### config.mk
export PLATFORM = sky130hd
export DESIGN_NAME = segment_extent_map_insert
export DESIGN_NICKNAME = d
export VERILOG_FILES = /design/src/hw/rtl/sem_pkg.sv /design/src/hw/rtl/sem_ram.sv /design/src/hw/rtl/sem_word_upd.sv /design/src/hw/rtl/segment_extent_map_insert.sv
export SDC_FILE = /design/constraint.sdc
export NUM_CORES = 1
export LEC_CHECK = 0
export BUFFER_PORTS_ARGS = -buffer_cell sky130_fd_sc_hd__buf_2
export CORE_UTILIZATION = 40
export CTS_CLUSTER_SIZE = 25
export DETAILED_ROUTE_END_ITERATION = 8
export GPL_ROUTABILITY_DRIVEN = 0
export HOLD_SLACK_MARGIN = 0.03
export SLEW_MARGIN = 20
export SYNTH_ARGS = -nofsm -noshare
export SYNTH_HDL_FRONTEND = slang
export SYNTH_SLANG_ARGS = --single-unit
### constraint.sdc
create_clock -name clk -period 4 [get_ports clk]
set_input_delay 0.2 -clock clk [delete_from_list [all_inputs] [get_ports clk]]
set_output_delay 0.2 -clock clk [all_outputs]
set_load 0.05 [all_outputs]
### src/hw/rtl/sem_pkg.sv
// Package for the segment extent map: sizes, block codes, command codes,
// controller states and the transaction and control structs.
// No dependencies; every other file of the block but sem_ram imports it.
`timescale 1ns / 1ps
`default_nettype none

package sem_pkg;

    localparam int BLOCKS      = 128;
    localparam int WORD_BLOCKS = 16;
    localparam int BLK_W       = $clog2(BLOCKS);
    localparam int CNT_W       = $clog2(BLOCKS + 1);
    localparam int WB_W        = $clog2(WORD_BLOCKS);
    localparam int WORD_N      = BLOCKS / WORD_BLOCKS;
    localparam int WORD_AW     = $clog2(WORD_N);
    localparam int WORD_DW     = 2 * WORD_BLOCKS;

    localparam logic [1:0] CODE_EMPTY  = 2'd0;
    localparam logic [1:0] CODE_END    = 2'd1;
    localparam logic [1:0] CODE_START  = 2'd2;
    localparam logic [1:0] CODE_INSIDE = 2'd3;

    localparam logic OP_INSERT = 1'b0;
    localparam logic OP_READ   = 1'b1;

    typedef enum logic [1:0] {
        ST_IDLE,
        ST_READ,
        ST_HEAD,
        ST_MOD
    } state_t;

    typedef struct packed {
        logic       op;
        logic [6:0] offset;
        logic [7:0] len;
    } item_t;

    typedef struct packed {
        logic [1:0] block_code;
        logic       head_trimmed;
        logic       tail_trimmed;
        logic [7:0] written_count;
    } result_t;

    typedef struct packed {
        logic [BLK_W-1:0] first;
        logic [BLK_W-1:0] prev;
        logic [BLK_W-1:0] last;
        logic [BLK_W-1:0] after;
        logic             has_prev;
        logic             has_after;
        logic             head_ok;
    } upd_ctl_t;

endpackage

`default_nettype wire

### src/hw/rtl/sem_ram.sv
// Generic simple dual-port RAM with one write port and one registered read port.
// No dependencies.
`timescale 1ns / 1ps
`default_nettype none

module sem_ram #(
    parameter int ADDR_W = 3,
    parameter int DATA_W = 32
) (
    input  wire logic              clk,
    input  wire logic              we,
    input  wire logic [ADDR_W-1:0] waddr,
    input  wire logic [DATA_W-1:0] wdata,
    input  wire logic [ADDR_W-1:0] raddr,
    output logic      [DATA_W-1:0] rdata
);

    logic [DATA_W-1:0] mem [2**ADDR_W];

    always_ff @(posedge clk)
    begin
        if (we)
        begin
            mem[waddr] <= wdata;
        end
        rdata <= mem[raddr];
    end

endmodule

`default_nettype wire

### src/hw/rtl/sem_word_upd.sv
// Rewrites one packed word of block codes for an insert: marks the run and
// trims the neighboring segments. Depends on sem_pkg.
`timescale 1ns / 1ps
`default_nettype none

module sem_word_upd (
    input  wire sem_pkg::upd_ctl_t             ctl,
    input  wire logic [sem_pkg::WORD_AW-1:0]   word,
    input  wire logic [sem_pkg::WORD_DW-1:0]   old_word,
    output logic      [sem_pkg::WORD_DW-1:0]   new_word,
    output logic                               head_hit,
    output logic                               tail_hit
);
    import sem_pkg::*;

    always_comb
    begin
        logic [BLK_W-1:0] b;
        logic [1:0]       c;
        new_word = old_word;
        head_hit = 1'b0;
        tail_hit = 1'b0;
        for (int j = 0; j < WORD_BLOCKS; j++)
        begin
            b = {word, WB_W'(j)};
            c = old_word[2*j +: 2];
            if (b >= ctl.first && b <= ctl.last)
            begin
                if (b == ctl.first)
                begin
                    new_word[2*j +: 2] = CODE_START;
                end
                else if (b == ctl.last)
                begin
                    new_word[2*j +: 2] = CODE_END;
                end
                else
                begin
                    new_word[2*j +: 2] = CODE_INSIDE;
                end
            end
            else if (ctl.has_prev && ctl.head_ok && b == ctl.prev && c == CODE_INSIDE)
            begin
                new_word[2*j +: 2] = CODE_END;
                head_hit = 1'b1;
            end
            else if (ctl.has_after && b == ctl.after && (c == CODE_INSIDE || c == CODE_END))
            begin
                new_word[2*j +: 2] = CODE_START;
                tail_hit = 1'b1;
            end
        end
    end

endmodule

`default_nettype wire

### src/hw/rtl/segment_extent_map_insert.sv
// A read passes through ST_READ before its result is shown; a zero-length insert is answered
// straight from idle; any other insert passes ST_HEAD, then ST_MOD for each word of
// 16 blocks it touches, and its result is registered on the last word.
// Throughput: one word is read and rewritten per cycle through the RAM's two ports.
// A new transaction is taken in the cycle its predecessor's result is shown.
// Reset clears the per-word valid bits, so the whole map reads empty at once.
`timescale 1ns / 1ps
`default_nettype none

module segment_extent_map_insert (
    input  wire logic            clk,
    input  wire logic            rst_n,
    input  wire logic            start,
    output logic                 busy,
    input  wire sem_pkg::item_t  cmd,
    output logic                 done,
    output sem_pkg::result_t     result
);
    import sem_pkg::*;

    state_t              state_reg, state_next;
    logic                done_reg, done_next;
    result_t             result_reg, result_next;
    logic [WORD_N-1:0]   valid_reg;
    logic                rvalid_reg;
    logic [BLK_W-1:0]    first_reg, first_next;
    logic [BLK_W-1:0]    prev_reg, prev_next;
    logic [BLK_W-1:0]    last_reg, last_next;
    logic [BLK_W-1:0]    after_reg, after_next;
    logic                has_prev_reg, has_prev_next;
    logic                has_after_reg, has_after_next;
    logic                head_ok_reg, head_ok_next;
    logic [CNT_W-1:0]    n_reg, n_next;
    logic [WORD_AW-1:0]  word_reg, word_next;
    logic [WORD_AW-1:0]  wend_reg, wend_next;
    logic                head_acc_reg, head_acc_next;
    logic                tail_acc_reg, tail_acc_next;

    logic [CNT_W-1:0]    room;
    logic [CNT_W-1:0]    n_calc;
    logic [CNT_W-1:0]    after_full;
    logic [BLK_W-1:0]    lo_calc, hi_calc, last_calc;
    logic                has_after_calc;
    logic [1:0]          head_code;

    logic                ram_we;
    logic [WORD_AW-1:0]  ram_waddr, ram_raddr;
    logic [WORD_DW-1:0]  ram_wdata, ram_rdata, rdata_m;
    logic [WORD_DW-1:0]  upd_word;
    logic                upd_head, upd_tail;
    upd_ctl_t            upd_ctl;

    sem_ram #(
        .ADDR_W (WORD_AW),
        .DATA_W (WORD_DW)
    ) u_ram (
        .clk   (clk),
        .we    (ram_we),
        .waddr (ram_waddr),
        .wdata (ram_wdata),
        .raddr (ram_raddr),
        .rdata (ram_rdata)
    );

    assign upd_ctl = '{
        first:     first_reg,
        prev:      prev_reg,
        last:      last_reg,
        after:     after_reg,
        has_prev:  has_prev_reg,
        has_after: has_after_reg,
        head_ok:   head_ok_reg
    };

    sem_word_upd u_upd (
        .ctl      (upd_ctl),
        .word     (word_reg),
        .old_word (rdata_m),
        .new_word (upd_word),
        .head_hit (upd_head),
        .tail_hit (upd_tail)
    );

    assign rdata_m   = rvalid_reg ? ram_rdata : '0;
    assign head_code = rdata_m[2*first_reg[WB_W-1:0] +: 2];
    assign busy      = (state_reg != ST_IDLE);
    assign done      = done_reg;
    assign result    = result_reg;

    always_comb
    begin
        room           = CNT_W'(BLOCKS) - {1'b0, cmd.offset};
        n_calc         = (cmd.len < room) ? cmd.len : room;
        after_full     = {1'b0, cmd.offset} + n_calc;
        last_calc      = BLK_W'(after_full - 1'b1);
        has_after_calc = (after_full < CNT_W'(BLOCKS));
        lo_calc        = (cmd.offset != '0) ? (cmd.offset - 1'b1) : cmd.offset;
        hi_calc        = has_after_calc ? after_full[BLK_W-1:0] : last_calc;
    end

    always_comb
    begin
        state_next     = state_reg;
        done_next      = 1'b0;
        result_next    = result_reg;
        first_next     = first_reg;
        prev_next      = prev_reg;
        last_next      = last_reg;
        after_next     = after_reg;
        has_prev_next  = has_prev_reg;
        has_after_next = has_after_reg;
        head_ok_next   = head_ok_reg;
        n_next         = n_reg;
        word_next      = word_reg;
        wend_next      = wend_reg;
        head_acc_next  = head_acc_reg;
        tail_acc_next  = tail_acc_reg;
        ram_we         = 1'b0;
        ram_waddr      = word_reg;
        ram_wdata      = upd_word;
        ram_raddr      = cmd.offset[BLK_W-1:WB_W];
        unique case (state_reg)
            ST_IDLE:
            begin
                if (start)
                begin
                    first_next     = cmd.offset;
                    prev_next      = lo_calc;
                    last_next      = last_calc;
                    after_next     = after_full[BLK_W-1:0];
                    has_prev_next  = (cmd.offset != '0);
                    has_after_next = has_after_calc;
                    n_next         = n_calc;
                    word_next      = lo_calc[BLK_W-1:WB_W];
                    wend_next      = hi_calc[BLK_W-1:WB_W];
                    head_acc_next  = 1'b0;
                    tail_acc_next  = 1'b0;
                    if (cmd.op == OP_READ)
                    begin
                        state_next = ST_READ;
                    end
                    else if (cmd.len == '0)
                    begin
                        done_next   = 1'b1;
                        result_next = '0;
                    end
                    else
                    begin
                        state_next = ST_HEAD;
                    end
                end
            end
            ST_READ:
            begin
                done_next   = 1'b1;
                result_next = '0;
                result_next.block_code = head_code;
                state_next  = ST_IDLE;
            end
            ST_HEAD:
            begin
                head_ok_next = (head_code == CODE_INSIDE || head_code == CODE_END);
                ram_raddr    = word_reg;
                state_next   = ST_MOD;
            end
            ST_MOD:
            begin
                ram_we        = 1'b1;
                head_acc_next = head_acc_reg | upd_head;
                tail_acc_next = tail_acc_reg | upd_tail;
                ram_raddr     = word_reg + 1'b1;
                if (word_reg == wend_reg)
                begin
                    done_next   = 1'b1;
                    result_next = '{
                        block_code:    CODE_EMPTY,
                        head_trimmed:  head_acc_reg | upd_head,
                        tail_trimmed:  tail_acc_reg | upd_tail,
                        written_count: n_reg
                    };
                    state_next  = ST_IDLE;
                end
                else
                begin
                    word_next = word_reg + 1'b1;
                end
            end
            default:
            begin
                state_next = ST_IDLE;
            end
        endcase
    end

    always_ff @(posedge clk or negedge rst_n)
    begin
        if (!rst_n)
        begin
            state_reg  <= ST_IDLE;
            done_reg   <= 1'b0;
            valid_reg  <= '0;
            rvalid_reg <= 1'b0;
        end
        else
        begin
            state_reg  <= state_next;
            done_reg   <= done_next;
            rvalid_reg <= valid_reg[ram_raddr];
            if (ram_we)
            begin
                valid_reg[ram_waddr] <= 1'b1;
            end
        end
    end

    always_ff @(posedge clk)
    begin
        result_reg    <= result_next;
        first_reg     <= first_next;
        prev_reg      <= prev_next;
        last_reg      <= last_next;
        after_reg     <= after_next;
        has_prev_reg  <= has_prev_next;
        has_after_reg <= has_after_next;
        head_ok_reg   <= head_ok_next;
        n_reg         <= n_next;
        word_reg      <= word_next;
        wend_reg      <= wend_next;
        head_acc_reg  <= head_acc_next;
        tail_acc_reg  <= tail_acc_next;
    end

    a_read_latency: assert property (@(posedge clk) disable iff (!rst_n)
        (start && !busy && cmd.op == OP_READ) |-> ##2 done)
        else $error("Read transaction did not complete two cycles after acceptance.");

    a_write_only_in_mod: assert property (@(posedge clk) disable iff (!rst_n)
        ram_we |-> (state_reg == ST_MOD))
        else $error("Map RAM written outside the modify state.");

    a_word_in_range: assert property (@(posedge clk) disable iff (!rst_n)
        (state_reg == ST_MOD) |-> (word_reg <= wend_reg))
        else $error("Word pointer ran past the last word of the insert.");

    a_count_bound: assert property (@(posedge clk) disable iff (!rst_n)
        done |-> (result.written_count <= CNT_W'(BLOCKS)))
        else $error("Written count exceeds the map size.");

    a_insert_no_code: assert property (@(posedge clk) disable iff (!rst_n)
        (done && result.written_count != '0) |-> (result.block_code == CODE_EMPTY))
        else $error("Insert result carries a block code.");

endmodule

`default_nettype wire

==> flow_metrics.tcl, run 1 <==
set metrics [dict create \
    status "finished, final reports clean" \
    fillers 3463 \
    yosys_warnings 0 \
    design.core.area_um2 40800 \
    p_per_area_nw_per_um2 891 \
    critPathSlowestCell "dlygate4sd3_1" \
    cts.sinks 359 \
    htreeDepth 2 \
    fin_nets 1276 \
    maxCapViolations 0 \
    route.detailed.drc 0 \
    p_seq_share_pct 37.2 \
    grt_pass1_wl_um 63300 \
    cp_slowest_stage_delay_ps 560 \
    critical_path_arrival_ps 4060 \
    p_sw_share_pct 35.1 \
    endpoint "wend_reg[2]" \
    timing.final.crit_share_pct 93.9 \
    yosysSeqAreaShare_pct 62.8 \
    clk_pin_slew_ps 60 \
    busiest_layer "met2" \
    groute.layer.met1.usage_pct 28.0 \
    drive_gt1_share_pct 31.0 \
    total_power_mw 17.5 \
    power_frac_clock_pct 21.5 \
    final-hold-violation-count 0 \
    cts_tree "yes" \
    cts_setup_buffers 0 \
    synthFlopType "edfxtp_1" \
    placed_area_um2 18100 \
    die_area_um2 42200 \
    finalMaxSlewViolations 0 \
    use_met3_pct 3.20 \
    start_util_pct 40.6 \
    min_period_ps 3760 \
    vdd_drop_max_mv 0.498 \
    end_kind "register" \
    hold_path_class "primary input to async pin" \
    max_slew_margin_pct 39.4 \
    num_vias 10368 \
    crit_path_max_fanout 5 \
    synth_top_area_share_pct 57.1 \
    rows 74 \
    cts_buffer_depth 3 \
    diodes 0 \
    path_class "primary input to register" \
    wl_per_cell_um 23.3 \
    p_comb_share_pct 41.3 \
    drtIter0Drc 957 \
    antenna_found_initial 0 \
    grt_pass1_vias 10236 \
    global_route.overflow_total 0 \
    fin_area_um2 19600 \
    critPathRequiredTime_ps 4300 \
    synthArstFlopShare_pct 3.34 \
    cp_cell_sequence "buf_2 > dlygate4sd3_1 > buf_6 > xnor2_2 > inv_1 > ha_1 > nand2_1 > o21ai_0 > a21oi_1 > nand2b_1 > a21oi_2 > buf_6 > nor2_1 > a21o_1 > ha_1 > a211oi_2 > o21ai_1 > a211oi_2 > a21oi_1 > or3_4 > a21oi_2 > xor2_1" \
    synth_fp_nets 1144 \
    cts-root-buf "clkbuf_16" \
    syn-cell-area_um2 16600 \
    setup_viol 0 \
    holdWs_ps 74.0 \
    seq_area_um2 10400 \
    hpwl_um 28100 \
    largest_register_ffs 256 \
    rrSetupSlack_ps 410 \
    p_leak_nw 6.82 \
    grt_max_degree 41 \
    firstDrtPassIters 6 \
    synth-edff-count 315 \
    via_per_inst 5.78 \
    synth_area_leaders "edfxtp_1 57%, mux4_2 10%, dfxtp_1 3.9%" \
    ant_nets 0 \
    power.switching_mw 6.13 \
    setup_slack_ps 244 \
    reg2reg_to "result[9]" \
    pre_cts_ws_ps -172 \
    drt-total-wl_um 41800 \
    max_freq_mhz 266 \
    critPathLaunch "cmd[13]" \
    ioPinCount 33 \
    die_y_um 206 \
    multi_input_area_um2 5990 \
    synth_top_area_cell "edfxtp_1" \
    p_int_mw 11.3 \
    grt_usage_pct 20.3 \
    clock_latency_ps 550 \
    synthCells 1099 \
    dieWidth_um 206 \
    synth.distinct_cells 91 \
    use_met2_pct 31.8 \
    tightest_slew_ps 899 \
    tns_ps 0 \
    port_buffers 32 \
    ys_ff_latch 359 \
    rr_startpoint "ram_waddr[2]" \
    syn_to_final_growth_pct 18.4 \
    fin_skew_ps 14.3 \
    numCtsBuffers 40 \
    syn_area_per_cell_um2 15.1 \
    start_kind "primary input" \
    r2r_cells 9 \
]
==> final cells by class <==
class	count	area share, %
sequential	359	53.0
inverter	32	0.612
tap	532	3.39
clock buffer	54	5.79
multi-input combinational	658	30.5
clock inverter	20	1.23
timing repair buffer	140	5.48
==> metrics by stage <==
| step | utilization (%) | instances |
|---|---|---|
| finish | 48.1 | 1795 |
| detailed placement | 44.2 | 1710 |
| floorplan | - | 1099 |
| global placement | 44.2 | 1710 |
| global route | 48.1 | 1795 |
| CTS | 47.9 | 1794 |
==> cell usage after synthesis (12+ instances only) <==
master and number:
a31oi_1 15, mux4_2 76, or2_2 13, mux2_2 36, nor2_1 59, ha_1 25, buf_2 14, a21o_1 12
dfxtp_1 32, xnor2_1 13, nand2_1 68, and3_1 25, clkbuf_1 24, dfrtp_1 12, nand4_1 15, nand3_1 24
nor3_1 23, edfxtp_1 315, a21oi_1 31, inv_1 31, o21ai_0 42
==> critical path: cells and delay by family <==
family                   cells  cell delay (ps)
AND/OR/NAND/NOR              4              610
adder cells (fa/ha/maj)      2              570
buffers and inverters        5             1040
AO/OA/AOI/OAI                9             1420
XOR/XNOR                     2              220
==> placed cells by master (no fill, tap or decap), drive strengths merged, types with 15 or more instances in the layout <==
cell    instances
edfxtp        315
buf           130
mux4           76
nand2          69
nor2           59
clkbuf         54
o21ai          45
mux2           36
inv            33
dfxtp          32
a21oi          32
and3           26
nand3          25
ha             25
nor3           24
nand4          16
a31oi          16
xnor2          16
or2            15
nor4           15
==> cell families after synthesis <==
logic type,after synthesis,share of synthesized area (%)
flip-flops,359,62.8
AND/OR/NAND/NOR,319,11.0
AO/OA/AOI/OAI,168,6.95
multiplexers,117,13.1
buffers and inverters,82,2.35
XOR/XNOR,28,1.89
adder cells (fa/ha/maj),26,2.01
==> power groups by stage <==
stage	clock network (mW)	logic (mW)	registers (mW)
floorplan	0	4.81	6.54
global placement	0	7.10	6.54
detailed placement	0	7.22	6.56
CTS	3.84	7.26	6.49
global route	3.97	7.79	6.58
finish	3.76	7.21	6.50
==> worst min path at each step <==
stage          startpoint      endpoint  slack (ps)  depth (start not counted)
3_5_place_dp        rst_n  state_reg[0]         120                          1
5_1_grt             rst_n  state_reg[0]         120                          2
6_report            rst_n  state_reg[0]          70                          2
4_1_cts             rst_n  state_reg[0]          70                          2
2_1_floorplan       rst_n          done        -100                          0
3_3_place_gp        rst_n          done         110                          1
==> metal layers <==
layer | part of all wire [%] | wire, µm
met1 | 44 | 18400
met3 | 6.0 | 2510
met2 | 46 | 19400
met5 | 0 | 0
met4 | 3.7 | 1540
==> repair_timing <==
action | in CTS | in global routing
hold endpoints to repair | 21 | 0
gates resized for setup | 0 | 23
hold buffers | 10 | 0
setup endpoints to repair | 0 | 7
(Power assumes the default switching activity.)
==> run 2: changes to the inputs <==
--- a/config.mk
+++ b/config.mk
@@ -11,6 +11,7 @@
 export DETAILED_ROUTE_END_ITERATION = 8
 export GPL_ROUTABILITY_DRIVEN = 0
 export HOLD_SLACK_MARGIN = 0.03
+export PLACE_DENSITY_LB_ADDON = 0.2
 export SLEW_MARGIN = 20
 export SYNTH_ARGS = -nofsm -noshare
 export SYNTH_HDL_FRONTEND = slang
==> constraint.sdc (replaced) <==
create_clock -name clk -period 3.5 [get_ports clk]
set_input_delay 0.175 -clock clk [delete_from_list [all_inputs] [get_ports clk]]
set_output_delay 0.175 -clock clk [all_outputs]
set_load 0.05 [all_outputs]
==> flow_metrics.tcl, run 2 (synthesis results as in run 1) <==
set metrics [dict create \
    largest_register_ffs 256 \
    holdWs_ps 62.4 \
    hold_path_class "primary input to async pin" \
    tns_ps 0 \
    cts_tree "yes" \
    drive_gt1_share_pct 33.6 \
    htreeDepth 2 \
    die_area_um2 42200 \
    cts.sinks 359 \
    grt_max_degree 46 \
    firstDrtPassIters 5 \
    setup_viol 0 \
    final-hold-violation-count 0 \
    clock_latency_ps 530 \
    min_period_ps 3460 \
    cp_slowest_stage_delay_ps 390 \
    ioPinCount 33 \
    critPathRequiredTime_ps 3780 \
    cp_cell_sequence "clkbuf_4 > nor3_4 > nor3b_4 > xnor2_2 > inv_2 > ha_4 > nand2_4 > o21ai_2 > a21oi_2 > nand2b_1 > a21oi_4 > nor2_1 > a21o_1 > ha_1 > a211oi_2 > o21ai_1 > a211oi_2 > a21oi_1 > or3_4 > a21oi_2 > xor2_1" \
    route.detailed.drc 0 \
    drt-total-wl_um 42600 \
    cpLargestDelayFamily "compound AO/OA/AOI/OAI gates" \
    finalNonFillerCells 1811 \
    grt_pass1_vias 10104 \
    via_per_inst 5.69 \
    status "finished, final reports clean" \
    critical_path_arrival_ps 3730 \
    clk_pin_slew_ps 60 \
    numCtsBuffers 38 \
    p_per_area_nw_per_um2 995 \
    grt_usage_pct 20.7 \
    hpwl_um 29000 \
    setup_slack_ps 41.8 \
    num_vias 10296 \
    critPathBufInv 2 \
    layout_common_cells "315 x edfxtp_1, 115 x buf_4, 76 x mux4_2" \
    rows 74 \
    end_kind "register" \
    finalMaxSlewViolations 0 \
    timing.final.crit_share_pct 98.8 \
    max_slew_margin_pct 30.0 \
    path_class "primary input to register" \
    drtIter0Drc 964 \
    maxCapViolations 0 \
    global_route.overflow_total 0 \
    final_common_cell "edfxtp_1" \
    pre_cts_ws_ps -605 \
    wl_per_cell_um 23.5 \
    ant_nets 0 \
    dieWidth_um 206 \
    fillers 3464 \
    design.core.area_um2 40800 \
    total_power_mw 19.8 \
    fin_util_pct 48.6 \
    fin_area_um2 19800 \
    start_kind "primary input" \
    port_buffers 32 \
    syn_to_final_growth_pct 19.8 \
    max_freq_mhz 289 \
    start_util_pct 40.6 \
    cts-root-buf "clkbuf_16" \
    fin_skew_ps 13.1 \
    fin_nets 1296 \
    die_y_um 206 \
    vdd_drop_max_mv 0.496 \
    rsz0062_at_grt "yes" \
    tightest_slew_ps 1040 \
    placed_area_um2 18400 \
    antenna_found_initial 1 \
    cts_buffer_depth 3 \
    grt_pass1_wl_um 64100 \
    p_leak_nw 6.89 \
    critPathSlowestCell "or3_4" \
    crit_path_max_fanout 6 \
    numPlacedInstances 1732 \
]
## run 2: layer usage
| layer | GRT usage, % | up-vias | part of all wire (%) |
|---|---|---|---|
| met5 | 0 | - | 0 |
| met1 | 29.5 | 5221 | 45 |
| met3 | 3.28 | 76 | 5.4 |
| li1 | - | 4663 | - |
| met2 | 31.6 | 336 | 46 |
| met4 | 8.12 | 0 | 3.6 |
## run 2: power by group
| part | leakage [nW] | switching (mW) | total, mW | internal (mW) |
|---|---|---|---|---|
| Combinational | 3.04 | 4.82 | 8.36 | 3.54 |
| Clock | 0.602 | 1.59 | 4.01 | 2.42 |
| Sequential | 3.25 | 0.578 | 7.39 | 6.81 |
| Total | 6.89 | 6.99 | 19.8 | 12.8 |
## run 2: repair_timing
action | CTS | global route
pin swaps | 6 | 21
hold endpoints to repair | 18 | 0
gates resized for setup | 5 | 31
endpoints found under the setup margin | 3 | 8
cloned | 0 | 0
buffers inserted | 3 | 2
hold buffers | 6 | 0
## run 2: final timing paths
kind                               from           end  slack, ps  depth (start not counted)
max                             cmd[10]   wend_reg[2]         40                         21
min reg2reg                valid_reg[4]  valid_reg[4]        460                          1
min in group clk                cmd[14]  first_reg[6]         70                          2
min                               rst_n  state_reg[1]         60                          2
max in group asynchronous         rst_n    rvalid_reg       3210                          2
max reg2reg                ram_waddr[1]     result[9]        270                          8
## run 2: worst register-to-register path: stages (launching register included)
cell,delay (ps)
edfxtp_1,470
ha_1,330
a21o_1,250
a21oi_4,440
nand2_2,200
o2bb2ai_1,300
a221o_1,380
a2111oi_2,370
a31oi_1,210
## run 2: layout make-up
type | instances | area (µm²) | area share [%]
antenna | 1 | 2.50 | 0.0126
clock inverter | 16 | 185 | 0.933
multi-input combinational | 658 | 6170 | 31.1
clock buffer | 51 | 1060 | 5.35
inverter | 32 | 120 | 0.605
sequential | 359 | 10400 | 52.4
tap | 532 | 666 | 3.35
timing repair buffer | 162 | 1250 | 6.28
==> run 3: changes to the inputs <==
--- a/config.mk
+++ b/config.mk
@@ -7,6 +7,7 @@
 export LEC_CHECK = 0
 export BUFFER_PORTS_ARGS = -buffer_cell sky130_fd_sc_hd__buf_2
 export CORE_UTILIZATION = 40
+export CTS_BUF_LIST = sky130_fd_sc_hd__clkbuf_4 sky130_fd_sc_hd__clkbuf_8
 export CTS_CLUSTER_SIZE = 25
 export DETAILED_ROUTE_END_ITERATION = 8
 export GPL_ROUTABILITY_DRIVEN = 0
==> flow_metrics.tcl, run 3 (synthesis results as in run 1) <==
set metrics [dict create \
    rows 74 \
    maxCapViolations 0 \
    finalNonFillerCells 1857 \
    critPathLaunch "cmd[14]" \
    min_period_ps 3370 \
    clk_pin_slew_ps 60 \
    ioPinCount 33 \
    global_route.overflow_total 0 \
    design.core.area_um2 40800 \
    holdWs_ps 85.1 \
    num_vias 10368 \
    path_depth 21 \
    antenna_found_initial 0 \
    max_freq_mhz 297 \
    status "complete, but fails checks" \
    drive_gt1_share_pct 35.4 \
    drtIter0Drc 1003 \
    grt_pass1_wl_um 64300 \
    fin_nets 1321 \
    critical_path_arrival_ps 3750 \
    dieWidth_um 206 \
    cp_cell_sequence "dlygate4sd3_1 > buf_2 > nor2_4 > inv_2 > nand2_2 > ha_4 > nand2_4 > nor2_2 > a21oi_2 > nand2b_1 > a21oi_4 > nor2_1 > a21o_1 > ha_1 > a211oi_2 > o21ai_1 > a211oi_2 > a21oi_1 > or3_4 > a21oi_2 > xor2_1" \
    grt_pass1_vias 10214 \
    start_util_pct 40.6 \
    wl_per_cell_um 23.2 \
    die_area_um2 42200 \
    final-hold-violation-count 0 \
    reg2reg_to "result[9]" \
    finalMaxSlewViolations 0 \
    hold_path_class "primary input to register" \
    vdd_drop_max_mv 0.468 \
    clock_latency_ps 640 \
    cts-root-buf "clkbuf_8" \
    via_per_inst 5.58 \
    numCtsBuffers 57 \
    crit_path_max_fanout 5 \
    max_slew_margin_pct 26.4 \
    layout_common_cells "315 x edfxtp_1, 114 x buf_4, 76 x mux4_2" \
    grt_usage_pct 20.8 \
    firstDrtPassIters 9 \
    r2r_cells 8 \
    p_leak_nw 6.97 \
    syn_to_final_growth_pct 19.9 \
    diodes 0 \
    critPathRequiredTime_ps 3880 \
    route.detailed.drc 1 \
    cts_buffer_depth 3 \
    setup_viol 0 \
    endpoint "wend_reg[2]" \
    ant_nets 0 \
    end_kind "register" \
    critPathBufInv 3 \
    die_y_um 206 \
    rrSetupSlack_ps 230 \
    violations "DRC" \
    cp_slowest_stage_delay_ps 530 \
    htreeDepth 2 \
    grt_max_degree 46 \
    largest_register_ffs 256 \
    hpwl_um 29000 \
    cpLargestDelayFamily "compound AO/OA/AOI/OAI gates" \
    tightest_slew_ps 1090 \
    drt-total-wl_um 43000 \
    cts.sinks 359 \
    cts_tree "yes" \
    fin_skew_ps 29.9 \
    rr_startpoint "ram_waddr[1]" \
    timing.final.crit_share_pct 96.2 \
    critPathSlowestCell "dlygate4sd3_1" \
    port_buffers 32 \
    p_per_area_nw_per_um2 986 \
    path_class "primary input to register" \
    numPlacedInstances 1732 \
    start_kind "primary input" \
    final_common_cell "edfxtp_1" \
]
==> run 3: cell count changes in the layout (fill, tap and decap cells not counted), moves of 2 or more <==
cell and delta:
clkbuf_8 +62, clkbuf_16 -39, clkbuf_4 +16, clkinv_2 +9
dlygate4sd3_1 +9, clkbuf_1 -8, buf_6 -3, buf_2 +2
clkinv_1 +2, o21ai_1 -2
==> run 3: through the flow <==
stage	setup WS [ps]	instance area, µm²	TNS [ps]	utilization (%)	power [mW]
6_report	133	19900	0	48.7	19.6
5_1_grt	-23.7	19900	-23.7	48.7	20.6
4_1_cts	83.0	19800	0	48.4	19.8
3_5_place_dp	-605	18400	-4240	45.0	15.8
3_3_place_gp	-513	18400	-3530	45.0	15.7
2_1_floorplan	-339	16800	-1510	-	13.0
==> run 3: worst min-delay path by stage <==
stage / start / to / slack [ps] / depth (start not counted)
2_1_floorplan: rst_n / done / -120 / 0
3_3_place_gp: rst_n / state_reg[0] / 80 / 1
3_5_place_dp: rst_n / state_reg[0] / 80 / 1
4_1_cts: cmd[13] / has_prev_reg / 40 / 6
5_1_grt: cmd[13] / has_prev_reg / 70 / 6
6_report: cmd[2] / n_reg[2] / 90 / 5
==> run 3: per-layer routing <==
metal,track usage (%),part of all wire [%],vias up
met5,0,0,-
met4,7.86,3.1,0
met3,4.01,6.3,74
met2,31.4,46,366
met1,29.7,45,5215
li1,-,-,4713
==> run 3: final cells by class <==
cell class	instances	area [µm²]
multi-input cells	658	6130
well taps	532	666
fillers	3496	21000
flip-flops and latches	359	10400
clock inverters	25	220
repair buffers	168	1300
clock buffers	83	1040
inverters	32	120
==> run 3: where the power goes <==
| group | leakage [nW] | total, mW | internal [mW] | switching [mW] |
|---|---|---|---|---|
| logic | 3.06 | 8.37 | 3.54 | 4.83 |
| registers | 3.25 | 7.38 | 6.81 | 0.575 |
| clock network | 0.665 | 3.84 | 2.20 | 1.64 |
==> run 3: what timing repair did <==
| action | 4_1_cts | 5_1_grt |
|---|---|---|
| hold endpoints to repair | 27 | 0 |
| buffers inserted | 0 | 2 |
| gates resized for setup | 0 | 23 |
| endpoints found under the setup margin | 0 | 6 |
| hold buffers | 15 | 0 |
==> run 3: worst reg2reg max path: cells and delay by family, from the launching register on <==
kind / cells / cell delay, ps
adder cells (fa/ha/maj): 1 / 330
AND/OR/NAND/NOR: 1 / 190
AO/OA/AOI/OAI: 6 / 1960
flip-flops: 1 / 470
